### config.mk
export PLATFORM = sky130hd
export DESIGN_NAME = radix_to_ascii_converter
export DESIGN_NICKNAME = d
export VERILOG_FILES = /design/src/sv/r2a_pkg.sv /design/src/sv/r2a_front.sv /design/src/sv/r2a_queue.sv /design/src/sv/r2a_back.sv /design/src/sv/radix_to_ascii_converter.sv
export SDC_FILE = /design/constraint.sdc
export NUM_CORES = 1
export LEC_CHECK = 0
export ABC_AREA = 0
export BUFFER_PORTS_ARGS = -buffer_cell sky130_fd_sc_hd__buf_2
export CAP_MARGIN = 30
export CORE_ASPECT_RATIO = 1.75
export CORE_UTILIZATION = 31
export CTS_BUF_LIST = sky130_fd_sc_hd__clkbuf_8
export DETAILED_ROUTE_END_ITERATION = 16
export GPL_TIMING_DRIVEN = 0
export HOLD_SLACK_MARGIN = 0.03
export SYNTH_ARGS = -nofsm -noshare
export SYNTH_HDL_FRONTEND = slang
export SYNTH_HIERARCHICAL = 1
export SYNTH_SLANG_ARGS = --single-unit
### constraint.sdc
create_clock -name clock -period 4.6 [get_ports clock]
set_clock_uncertainty 0.15 [all_clocks]
set_input_delay 0.23 -clock clock [delete_from_list [all_inputs] [get_ports clock]]
set_output_delay 0.23 -clock clock [all_outputs]
set_load 0.05 [all_outputs]
### src/sv/r2a_pkg.sv
// Shared types, constants and the digit-to-character function of the radix converter.
package r2a_pkg;

   localparam int IN_W    = 32;   // width of the value field on the input port
   localparam int RADIX_W = 6;    // width of the radix register
   localparam int DIGIT_W = 6;    // one digit, 0 to 35
   localparam int CHAR_W  = 7;    // ASCII code of one digit

   localparam logic [RADIX_W-1:0] RADIX_MIN   = 6'd2;
   localparam logic [RADIX_W-1:0] RADIX_MAX   = 6'd36;
   localparam logic [RADIX_W-1:0] RADIX_RESET = 6'd10;

   localparam logic [DIGIT_W-1:0] DIGIT_TEN   = 6'd10;
   localparam logic [CHAR_W-1:0]  ASCII_ZERO  = 7'h30;   // '0'
   localparam logic [CHAR_W-1:0]  ASCII_A_M10 = 7'h57;   // 'a' minus ten
   localparam logic [CHAR_W-1:0]  ASCII_NUL   = 7'h00;

   // Classification of one item, fixed at the time it is accepted.
   typedef struct packed {
      logic                bad_base;
      logic [RADIX_W-1:0]  radix;
   } r2a_class_type;

   localparam int CLASS_W = $bits(r2a_class_type);

   function automatic logic [CHAR_W-1:0] digit_to_char(input logic [DIGIT_W-1:0] d);
      logic [CHAR_W-1:0] d_ext;
      d_ext = {1'b0, d};
      if (d < DIGIT_TEN) begin
         return d_ext + ASCII_ZERO;
      end else begin
         return d_ext + ASCII_A_M10;
      end
   endfunction

endpackage

### src/sv/r2a_front.sv
// Front end: holds the radix register, masks the value and classifies each accepted item.
module r2a_front #(
   parameter int VALUE_BITS = 32
) (
   input  logic                           clock,
   input  logic                           reset,
   input  logic                           start,
   input  logic                           full,
   input  logic [r2a_pkg::IN_W-1:0]       req_value,
   input  logic                           csr_we,
   input  logic [r2a_pkg::RADIX_W-1:0]    csr_wdata,
   output logic                           push,
   output logic [VALUE_BITS-1:0]          push_value,
   output r2a_pkg::r2a_class_type         push_class
);
   import r2a_pkg::*;

   logic [RADIX_W-1:0]  radix_ff;
   logic [RADIX_W-1:0]  radix_in;
   logic [2*IN_W-1:0]   value_wide;

   always_comb begin
      radix_in = radix_ff;
      if (csr_we) begin
         radix_in = csr_wdata;
      end
   end

   always_ff @(posedge clock) begin
      if (reset) begin
         radix_ff <= RADIX_RESET;
      end else begin
         radix_ff <= radix_in;
      end
   end

   // Only the low VALUE_BITS bits of the value take part in the conversion.
   assign value_wide          = {{IN_W{1'b0}}, req_value};
   assign push_value          = value_wide[VALUE_BITS-1:0];
   assign push                = start && !full;
   assign push_class.radix    = radix_ff;
   assign push_class.bad_base = (radix_ff < RADIX_MIN) || (radix_ff > RADIX_MAX);

endmodule

### src/sv/r2a_queue.sv
// Two-entry queue that decouples the front end from the conversion engine.
module r2a_queue #(
   parameter int DATA_W = 39
) (
   input  logic              clock,
   input  logic              reset,
   input  logic              push,
   input  logic [DATA_W-1:0] push_data,
   input  logic              pop,
   output logic              full,
   output logic              not_empty,
   output logic [DATA_W-1:0] head_data
);

   logic [DATA_W-1:0] entry_ff [2];
   logic              wr_ptr_ff;
   logic              wr_ptr_in;
   logic              rd_ptr_ff;
   logic              rd_ptr_in;
   logic [1:0]        count_ff;
   logic [1:0]        count_in;

   assign full      = (count_ff == 2'd2);
   assign not_empty = (count_ff != 2'd0);
   assign head_data = entry_ff[rd_ptr_ff];

   always_comb begin
      wr_ptr_in = push ? !wr_ptr_ff : wr_ptr_ff;
      rd_ptr_in = pop  ? !rd_ptr_ff : rd_ptr_ff;
      count_in  = count_ff + {1'b0, push} - {1'b0, pop};
   end

   always_ff @(posedge clock) begin
      if (reset) begin
         wr_ptr_ff <= 1'b0;
         rd_ptr_ff <= 1'b0;
         count_ff  <= 2'd0;
      end else begin
         wr_ptr_ff <= wr_ptr_in;
         rd_ptr_ff <= rd_ptr_in;
         count_ff  <= count_in;
      end
   end

   always_ff @(posedge clock) begin
      if (push) begin
         entry_ff[wr_ptr_ff] <= push_data;
      end
   end

   push_when_room: assert property (@(posedge clock) disable iff (reset)
      push |-> !full)
      else $error("queue written while full");

   pop_when_data: assert property (@(posedge clock) disable iff (reset)
      pop |-> not_empty)
      else $error("queue read while empty");

endmodule

### src/sv/r2a_back.sv
// Conversion engine: bit-serial division by the radix, digit store and digit emission.
module r2a_back #(
   parameter int VALUE_BITS = 32,
   parameter int MAX_DIGITS = 32
) (
   input  logic                           clock,
   input  logic                           reset,
   input  logic                           q_not_empty,
   input  logic [VALUE_BITS-1:0]          q_value,
   input  r2a_pkg::r2a_class_type         q_class,
   output logic                           pop,
   output logic                           rsp_valid,
   output logic [r2a_pkg::CHAR_W-1:0]     rsp_digit_char,
   output logic                           rsp_last,
   output logic                           rsp_bad_base
);
   import r2a_pkg::*;

   localparam int BIT_CNT_W = $clog2(VALUE_BITS);
   localparam int DIG_IDX_W = $clog2(MAX_DIGITS);
   localparam logic [BIT_CNT_W-1:0] BIT_LAST = BIT_CNT_W'(VALUE_BITS - 1);
   localparam logic [DIG_IDX_W-1:0] DIG_LAST = DIG_IDX_W'(MAX_DIGITS - 1);

   typedef enum logic [2:0] {
      ST_IDLE = 3'b001,
      ST_DIV  = 3'b010,
      ST_EMIT = 3'b100
   } back_state_type;

   back_state_type         state_ff, state_in;
   logic [RADIX_W-1:0]     radix_ff, radix_in;
   logic [VALUE_BITS-1:0]  num_ff, num_in;
   logic [DIGIT_W-1:0]     rem_ff, rem_in;
   logic [BIT_CNT_W-1:0]   bit_cnt_ff, bit_cnt_in;
   logic [DIG_IDX_W-1:0]   wr_idx_ff, wr_idx_in;
   logic [DIG_IDX_W-1:0]   rd_idx_ff, rd_idx_in;
   logic                   pend_valid_ff, pend_valid_in;
   logic                   pend_last_ff, pend_last_in;
   logic                   pend_bad_ff, pend_bad_in;
   logic                   rsp_valid_ff;
   logic [CHAR_W-1:0]      rsp_char_ff;
   logic                   rsp_last_ff;
   logic                   rsp_bad_ff;

   logic [DIGIT_W-1:0]     dig_mem [MAX_DIGITS];
   logic [DIGIT_W-1:0]     rd_data_ff;
   logic                   mem_we;

   // One restoring-division step: shift in the next dividend bit, subtract if it fits.
   logic [DIGIT_W:0]       trial;
   logic                   fits;
   logic [DIGIT_W-1:0]     rem_step;
   logic [VALUE_BITS-1:0]  num_step;

   always_comb begin
      trial    = {rem_ff, num_ff[VALUE_BITS-1]};
      fits     = trial >= {1'b0, radix_ff};
      rem_step = fits ? DIGIT_W'(trial - {1'b0, radix_ff}) : trial[DIGIT_W-1:0];
      num_step = {num_ff[VALUE_BITS-2:0], fits};
   end

   always_comb begin
      state_in      = state_ff;
      radix_in      = radix_ff;
      num_in        = num_ff;
      rem_in        = rem_ff;
      bit_cnt_in    = bit_cnt_ff;
      wr_idx_in     = wr_idx_ff;
      rd_idx_in     = rd_idx_ff;
      pend_valid_in = 1'b0;
      pend_last_in  = 1'b0;
      pend_bad_in   = 1'b0;
      pop           = 1'b0;
      mem_we        = 1'b0;
      unique case (state_ff)
         ST_IDLE: begin
            if (q_not_empty) begin
               pop = 1'b1;
               if (q_class.bad_base) begin
                  pend_valid_in = 1'b1;
                  pend_last_in  = 1'b1;
                  pend_bad_in   = 1'b1;
               end else begin
                  radix_in   = q_class.radix;
                  num_in     = q_value;
                  rem_in     = '0;
                  bit_cnt_in = '0;
                  wr_idx_in  = '0;
                  state_in   = ST_DIV;
               end
            end
         end
         ST_DIV: begin
            num_in = num_step;
            rem_in = rem_step;
            if (bit_cnt_ff == BIT_LAST) begin
               // The remainder is the next digit, the shifted dividend the quotient.
               mem_we     = 1'b1;
               rem_in     = '0;
               bit_cnt_in = '0;
               if ((num_step == '0) || (wr_idx_ff == DIG_LAST)) begin
                  rd_idx_in = wr_idx_ff;
                  state_in  = ST_EMIT;
               end else begin
                  wr_idx_in = wr_idx_ff + 1'b1;
               end
            end else begin
               bit_cnt_in = bit_cnt_ff + 1'b1;
            end
         end
         ST_EMIT: begin
            pend_valid_in = 1'b1;
            pend_last_in  = (rd_idx_ff == '0);
            if (rd_idx_ff == '0) begin
               state_in = ST_IDLE;
            end else begin
               rd_idx_in = rd_idx_ff - 1'b1;
            end
         end
         default: begin
            state_in = ST_IDLE;
         end
      endcase
   end

   always_ff @(posedge clock) begin
      if (reset) begin
         state_ff      <= ST_IDLE;
         pend_valid_ff <= 1'b0;
         rsp_valid_ff  <= 1'b0;
      end else begin
         state_ff      <= state_in;
         pend_valid_ff <= pend_valid_in;
         rsp_valid_ff  <= pend_valid_ff;
      end
   end

   always_ff @(posedge clock) begin
      radix_ff     <= radix_in;
      num_ff       <= num_in;
      rem_ff       <= rem_in;
      bit_cnt_ff   <= bit_cnt_in;
      wr_idx_ff    <= wr_idx_in;
      rd_idx_ff    <= rd_idx_in;
      pend_last_ff <= pend_last_in;
      pend_bad_ff  <= pend_bad_in;
      rsp_char_ff  <= pend_bad_ff ? ASCII_NUL : digit_to_char(rd_data_ff);
      rsp_last_ff  <= pend_last_ff;
      rsp_bad_ff   <= pend_bad_ff;
   end

   // Digit store: written least significant digit first, read back in reverse.
   always_ff @(posedge clock) begin
      if (mem_we) begin
         dig_mem[wr_idx_ff] <= rem_step;
      end
      rd_data_ff <= dig_mem[rd_idx_ff];
   end

   assign rsp_valid      = rsp_valid_ff;
   assign rsp_digit_char = rsp_char_ff;
   assign rsp_last       = rsp_last_ff;
   assign rsp_bad_base   = rsp_bad_ff;

   rem_below_radix: assert property (@(posedge clock) disable iff (reset)
      (state_ff == ST_DIV) |-> ({1'b0, rem_ff} < {1'b0, radix_ff}))
      else $error("partial remainder not below the radix");

   quiet_while_dividing: assert property (@(posedge clock) disable iff (reset)
      (state_ff == ST_DIV) |-> ##2 !rsp_valid)
      else $error("result strobe while a division is running");

   error_item_shape: assert property (@(posedge clock) disable iff (reset)
      (rsp_valid && rsp_bad_base) |-> (rsp_last && (rsp_digit_char == ASCII_NUL)))
      else $error("bad-base result is not a single NUL item");

endmodule

### src/sv/radix_to_ascii_converter.sv
// Top level of the radix converter: front end, item queue and conversion engine.
//
// Usage: an item is taken at a rising clock edge with start high and busy low; req_value
// carries the unsigned value, of which the low VALUE_BITS bits are converted. The block
// answers with one item per digit character, most significant first, each shown on the
// rsp_ ports for exactly one cycle while rsp_valid is high; rsp_last marks the final
// character of the value. Zero converts to a single '0'. Digits above nine are the
// lowercase letters. At most MAX_DIGITS characters are produced, the least significant
// ones when the value has more digits.
// The radix register is written through csr_we and csr_wdata and is sampled into each
// item at acceptance. If the radix lies outside 2 to 36, the item produces one NUL
// character with rsp_bad_base and rsp_last high, and no division is performed.
// Timing: the one-bit-per-cycle division unit, which produces the digits, sets the pace.
// The engine takes a new item only once it has issued the last character of the current one.
// Each character passes the pending and digit-store read registers, then the output
// registers; the NUL of a bad-base item passes the pending and output registers.
// A two-item queue sits before the engine, so busy rises only when two items wait.
// Reset (synchronous, active high) empties the queue, idles the engine and sets the
// radix to ten. The receiver cannot stall: results are never held back.
module radix_to_ascii_converter #(
   parameter int VALUE_BITS = 32,
   parameter int MAX_DIGITS = 32
) (
   input  logic                           clock,
   input  logic                           reset,
   input  logic                           start,
   output logic                           busy,
   input  logic [r2a_pkg::IN_W-1:0]       req_value,
   output logic                           rsp_valid,
   output logic [r2a_pkg::CHAR_W-1:0]     rsp_digit_char,
   output logic                           rsp_last,
   output logic                           rsp_bad_base,
   input  logic                           csr_we,
   input  logic [r2a_pkg::RADIX_W-1:0]    csr_wdata
);
   import r2a_pkg::*;

   localparam int ENTRY_W = CLASS_W + VALUE_BITS;

   logic                   push;
   logic [VALUE_BITS-1:0]  push_value;
   r2a_class_type          push_class;
   logic                   q_full;
   logic                   q_not_empty;
   logic                   q_pop;
   logic [ENTRY_W-1:0]     q_head;
   r2a_class_type          head_class;
   logic [VALUE_BITS-1:0]  head_value;

   // The front end classifies the radix once, when the item is taken.
   r2a_front #(
      .VALUE_BITS (VALUE_BITS)
   ) u_front (
      .clock      (clock),
      .reset      (reset),
      .start      (start),
      .full       (q_full),
      .req_value  (req_value),
      .csr_we     (csr_we),
      .csr_wdata  (csr_wdata),
      .push       (push),
      .push_value (push_value),
      .push_class (push_class)
   );

   // Each queue entry holds the classification above the masked value.
   r2a_queue #(
      .DATA_W (ENTRY_W)
   ) u_queue (
      .clock     (clock),
      .reset     (reset),
      .push      (push),
      .push_data ({push_class, push_value}),
      .pop       (q_pop),
      .full      (q_full),
      .not_empty (q_not_empty),
      .head_data (q_head)
   );

   assign head_class = q_head[ENTRY_W-1:VALUE_BITS];
   assign head_value = q_head[VALUE_BITS-1:0];

   // The engine divides, stores digits and plays them back most significant first.
   r2a_back #(
      .VALUE_BITS (VALUE_BITS),
      .MAX_DIGITS (MAX_DIGITS)
   ) u_back (
      .clock          (clock),
      .reset          (reset),
      .q_not_empty    (q_not_empty),
      .q_value        (head_value),
      .q_class        (head_class),
      .pop            (q_pop),
      .rsp_valid      (rsp_valid),
      .rsp_digit_char (rsp_digit_char),
      .rsp_last       (rsp_last),
      .rsp_bad_base   (rsp_bad_base)
   );

   // Only a full queue holds off new items.
   assign busy = q_full;

endmodule
==> key figures <==
Yosys
  • Net Count, Synth: 1023
  • Unique masters post-synth: 58
  • Synthesized area: 0.0150 mm^2
  • Post-synth top area share: 65.8%
  • Seq/Total Area, Yosys: 70.2%
  • Async set-reset flop share out of synthesis: 0%
  • Number of enable flip-flop cells after synthesis: 329
  • #FFs+latches synth: 362
  • Yosys top cell by area: edfxtp_1
  • Synth top area cells: edfxtp_1, dfxtp_1, mux2_2
  • Post-Syn Area per Cell: 15.7 um^2
  • YS warnings: 6
  • Ys flop type: edfxtp_1
  • Synth Instances: 959

Detailed routing
  • DR vias: 8151
  • Routed WL per cell: 17.9 um
  • DRC viols: 0
  • Final WL: 31.0 mm
  • Drt via density: 4.71
  • Antenna viol nets, final: 0
  • Initial DRC Count: 392
  • DRT Pass-1 Iters: 6

Floorplanning
  • Die area: 0.0493 mm^2
  • Top Ports: 53
  • Num rows: 106
  • Area of the core: 0.0477 mm^2
  • Height of the die: 293 um
  • Initial Util: 31.4%
  • Die W: 168 um

Timing
  • Worst-Margin Slew: 1040 ps
  • Final min period: 3160 ps
  • Tcrit/Tclk final: 68.6%
  • Slew Limit Fails: 0
  • Setup TNS: 0 ps
  • Highest clock rate: 0.317 GHz
  • Final Hold Fails: 0
  • Max transition margin: 29.0%
  • Final setup fails: 0
  • RSZ-0062 raised after global routing: no

Setup path
  • Arr. time, crit path: 3470 ps
  • Worst r2r path cells: 7
  • WP depth: 7
  • Crit path buffers/inverters: 1
  • Setup crit end: u_back/rem_ff[0]
  • CP max FO: 33
  • CP cell instances: ha_1 > a21oi_1 > o21ai_0 > a41oi_1 > buf_2 > mux2i_4 > and3_1
  • Slowest CP cell: mux2i_4
  • Reg2reg start: u_back/rem_ff[1]
  • Worst path required time: 4910 ps
  • FF-to-FF setup slack: 1440 ps
  • CP endpoint kind: flip-flop
  • Crit path max-delay family: multiplexers
  • Crit. Startpoint: u_back/rem_ff[1]
  • Startpoint types: flip-flop
  • Worst path max stage delay: 900 ps
  • Crit Path Class: flip-flop to flip-flop
  • R2r endpoint: u_back/rem_ff[0]

Clock tree
  • CTS tree: done
  • Clk_lat worst skew: 600 ps
  • Clock Path Buffers: 3
  • CTS resizes: 0
  • Clock Sinks: 362
  • CTS buffer count: 54
  • Clock transition at path regs: 60 ps
  • Clk root buf: clkbuf_8
  • Htree depth: 2

Pwr
  • Peak supply drop: 330 uV
  • Pwr dens: 520 mW/mm^2
  • Leak: 0.00619 uW

GRT
  • First-pass GRT wire length: 47.9 mm
  • Initial antenna violation count: 1
  • Vias in the first global route: 8709
  • Global route overflow: 0
  • Largest net degree at the start of global routing: 37
  • Total GRT Usage: 12.8%

Layout
  • Final Non-Filler Cells: 1729
  • Synthesis-to-layout area growth: 16.5%
  • Share of cells above drive strength 1: 19.8%
  • Multi-input logic area: 0.00395 mm^2
  • Register area: 0.0105 mm^2
  • Final net count: 1156
  • Fillers: 4573
  • Finished Core Util: 36.6%

Place
  • GPL Wtd Cong: 0.873
  • IO Port Bufs: 19
  • Placed cells: 1579
  • Detail Placement HPWL: 21.4 mm

Min path
  • Worst hold path class: flip-flop to flip-flop

Run status
  • Status: finished clean

Job
  • Max_cap viols: 0
-- state kept, by name (all words and copies together) (netlist names), 2 cells and up, named ones only --
signal                 count
u_back/rsp_digit_char      7
u_back/rd_data_ff          6
u_back/rem_ff              6
u_back/state_ff            3
u_queue/entry_ff          78
u_back/rd_idx_ff           5
u_back/num_ff             32
u_back/dig_mem           192
u_back/bit_cnt_ff          5
u_back/wr_idx_ff           5
u_back/radix_ff            6
u_queue/count_ff           2
u_front/radix_ff           6
-- final cells by class --
| type | count | share of cell area [%] |
|---|---|---|
| Antenna cell | 1 | 0.0143 |
| Inverter | 23 | 0.494 |
| Clock buffer | 54 | 4.25 |
| Tap cell | 594 | 4.25 |
| Multi-Input combinational cell | 503 | 22.6 |
| Timing Repair Buffer | 77 | 4.26 |
| Buffer | 71 | 2.67 |
| Clock inverter | 44 | 1.19 |
| Sequential cell | 362 | 60.3 |
-- cells in the final DEF, fill, tap and decap left out, drive strengths merged, types with 14 or more instances in the layout --
| cell | netlist | layout |
|---|---|---|
| buf | 54 | 81 |
| clkbuf | 17 | 71 |
| dlygate4sd3 | 0 | 50 |
| nand3 | 20 | 20 |
| clkinv | 0 | 22 |
| a21oi | 26 | 26 |
| ha | 21 | 21 |
| mux4 | 39 | 39 |
| inv | 23 | 44 |
| edfxtp | 329 | 329 |
| nand2 | 131 | 131 |
| mux2 | 54 | 54 |
| dfxtp | 33 | 33 |
| nor2b | 14 | 14 |
| nor2 | 72 | 72 |
| mux2i | 21 | 21 |
-- report_power, final --
part	switching (uW)	internal (uW)	leakage, uW
Clock	1180	1150	0.000559
Combinational	1330	692	0.00236
Sequential	155	4590	0.00328
Total	2660	6430	0.00619
-- metrics by stage --
step | hold slack (ps) | setup WS (ps) | instance area, um^2 | power (uW)
2_1_floorplan | 149 | 1070 | 15000 | 5950
3_3_place_gp | 170 | -382 | 15900 | 6540
3_5_place_dp | 180 | 1340 | 16000 | 6810
4_1_cts | 161 | 1300 | 17500 | 9190
5_1_grt | 171 | 1320 | 17500 | 9510
6_report | 196 | 1440 | 17500 | 9100
-- cells in the mapped netlist, types with 6 or more instances --
cell,n
edfxtp_1,329
nor3_1,6
mux4_2,22
a21oi_1,26
mux2_2,44
clkbuf_1,17
and3_1,7
dfxtp_1,33
mux2i_1,21
inv_1,23
buf_6,7
xnor2_1,10
nor2b_1,12
nor2_1,72
nor4_1,9
nand3_1,20
mux2_4,10
mux4_1,17
nand2_1,131
o21ai_0,9
ha_1,21
buf_1,7
buf_4,35
-- per-layer routing --
metal / global-route usage [%] / vias up / routed length, um
met5: 0 / - / 0
met2: 25.5 / 219 / 17600
met3: 2.34 / 75 / 1350
li1: - / 3844 / -
met4: 7.56 / 0 / 1570
met1: 11.9 / 4013 / 10500
-- kinds of logic (layout without fill, tap and decap cells) --
| family | after synthesis | count (layout) | synth area share (%) |
|---|---|---|---|
| compound gates | 67 | 67 | 2.87 |
| xor+xnor | 15 | 15 | 0.967 |
| fa+ha+maj | 22 | 22 | 1.88 |
| buf+inv | 94 | 269 | 3.68 |
| flops | 362 | 362 | 70.2 |
| mux | 114 | 114 | 12.0 |
| other cells | 0 | 1 | 0 |
| simple gates | 285 | 285 | 8.41 |
-- worst min path at each step --
stage | start | end | slack [ps] | cells past startpoint
CTS | req_value[6] | u_queue/entry_ff[0][6] | 160 | 2
finish | u_back/pend_last_ff | u_back/rsp_last | 200 | 0
detailed placement | u_back/pend_last_ff | u_back/rsp_last | 180 | 0
global placement | u_back/pend_last_ff | u_back/rsp_last | 170 | 0
global route | req_value[4] | u_queue/entry_ff[0][4] | 170 | 2
floorplan | reset | u_back/pend_valid_ff | 150 | 1
-- timing repair --
item,in CTS,in global routing
hold endpoints to repair,79,0
setup buffers,0,0
hold buffers,50,0
Power figures use the tool's default switching activity.
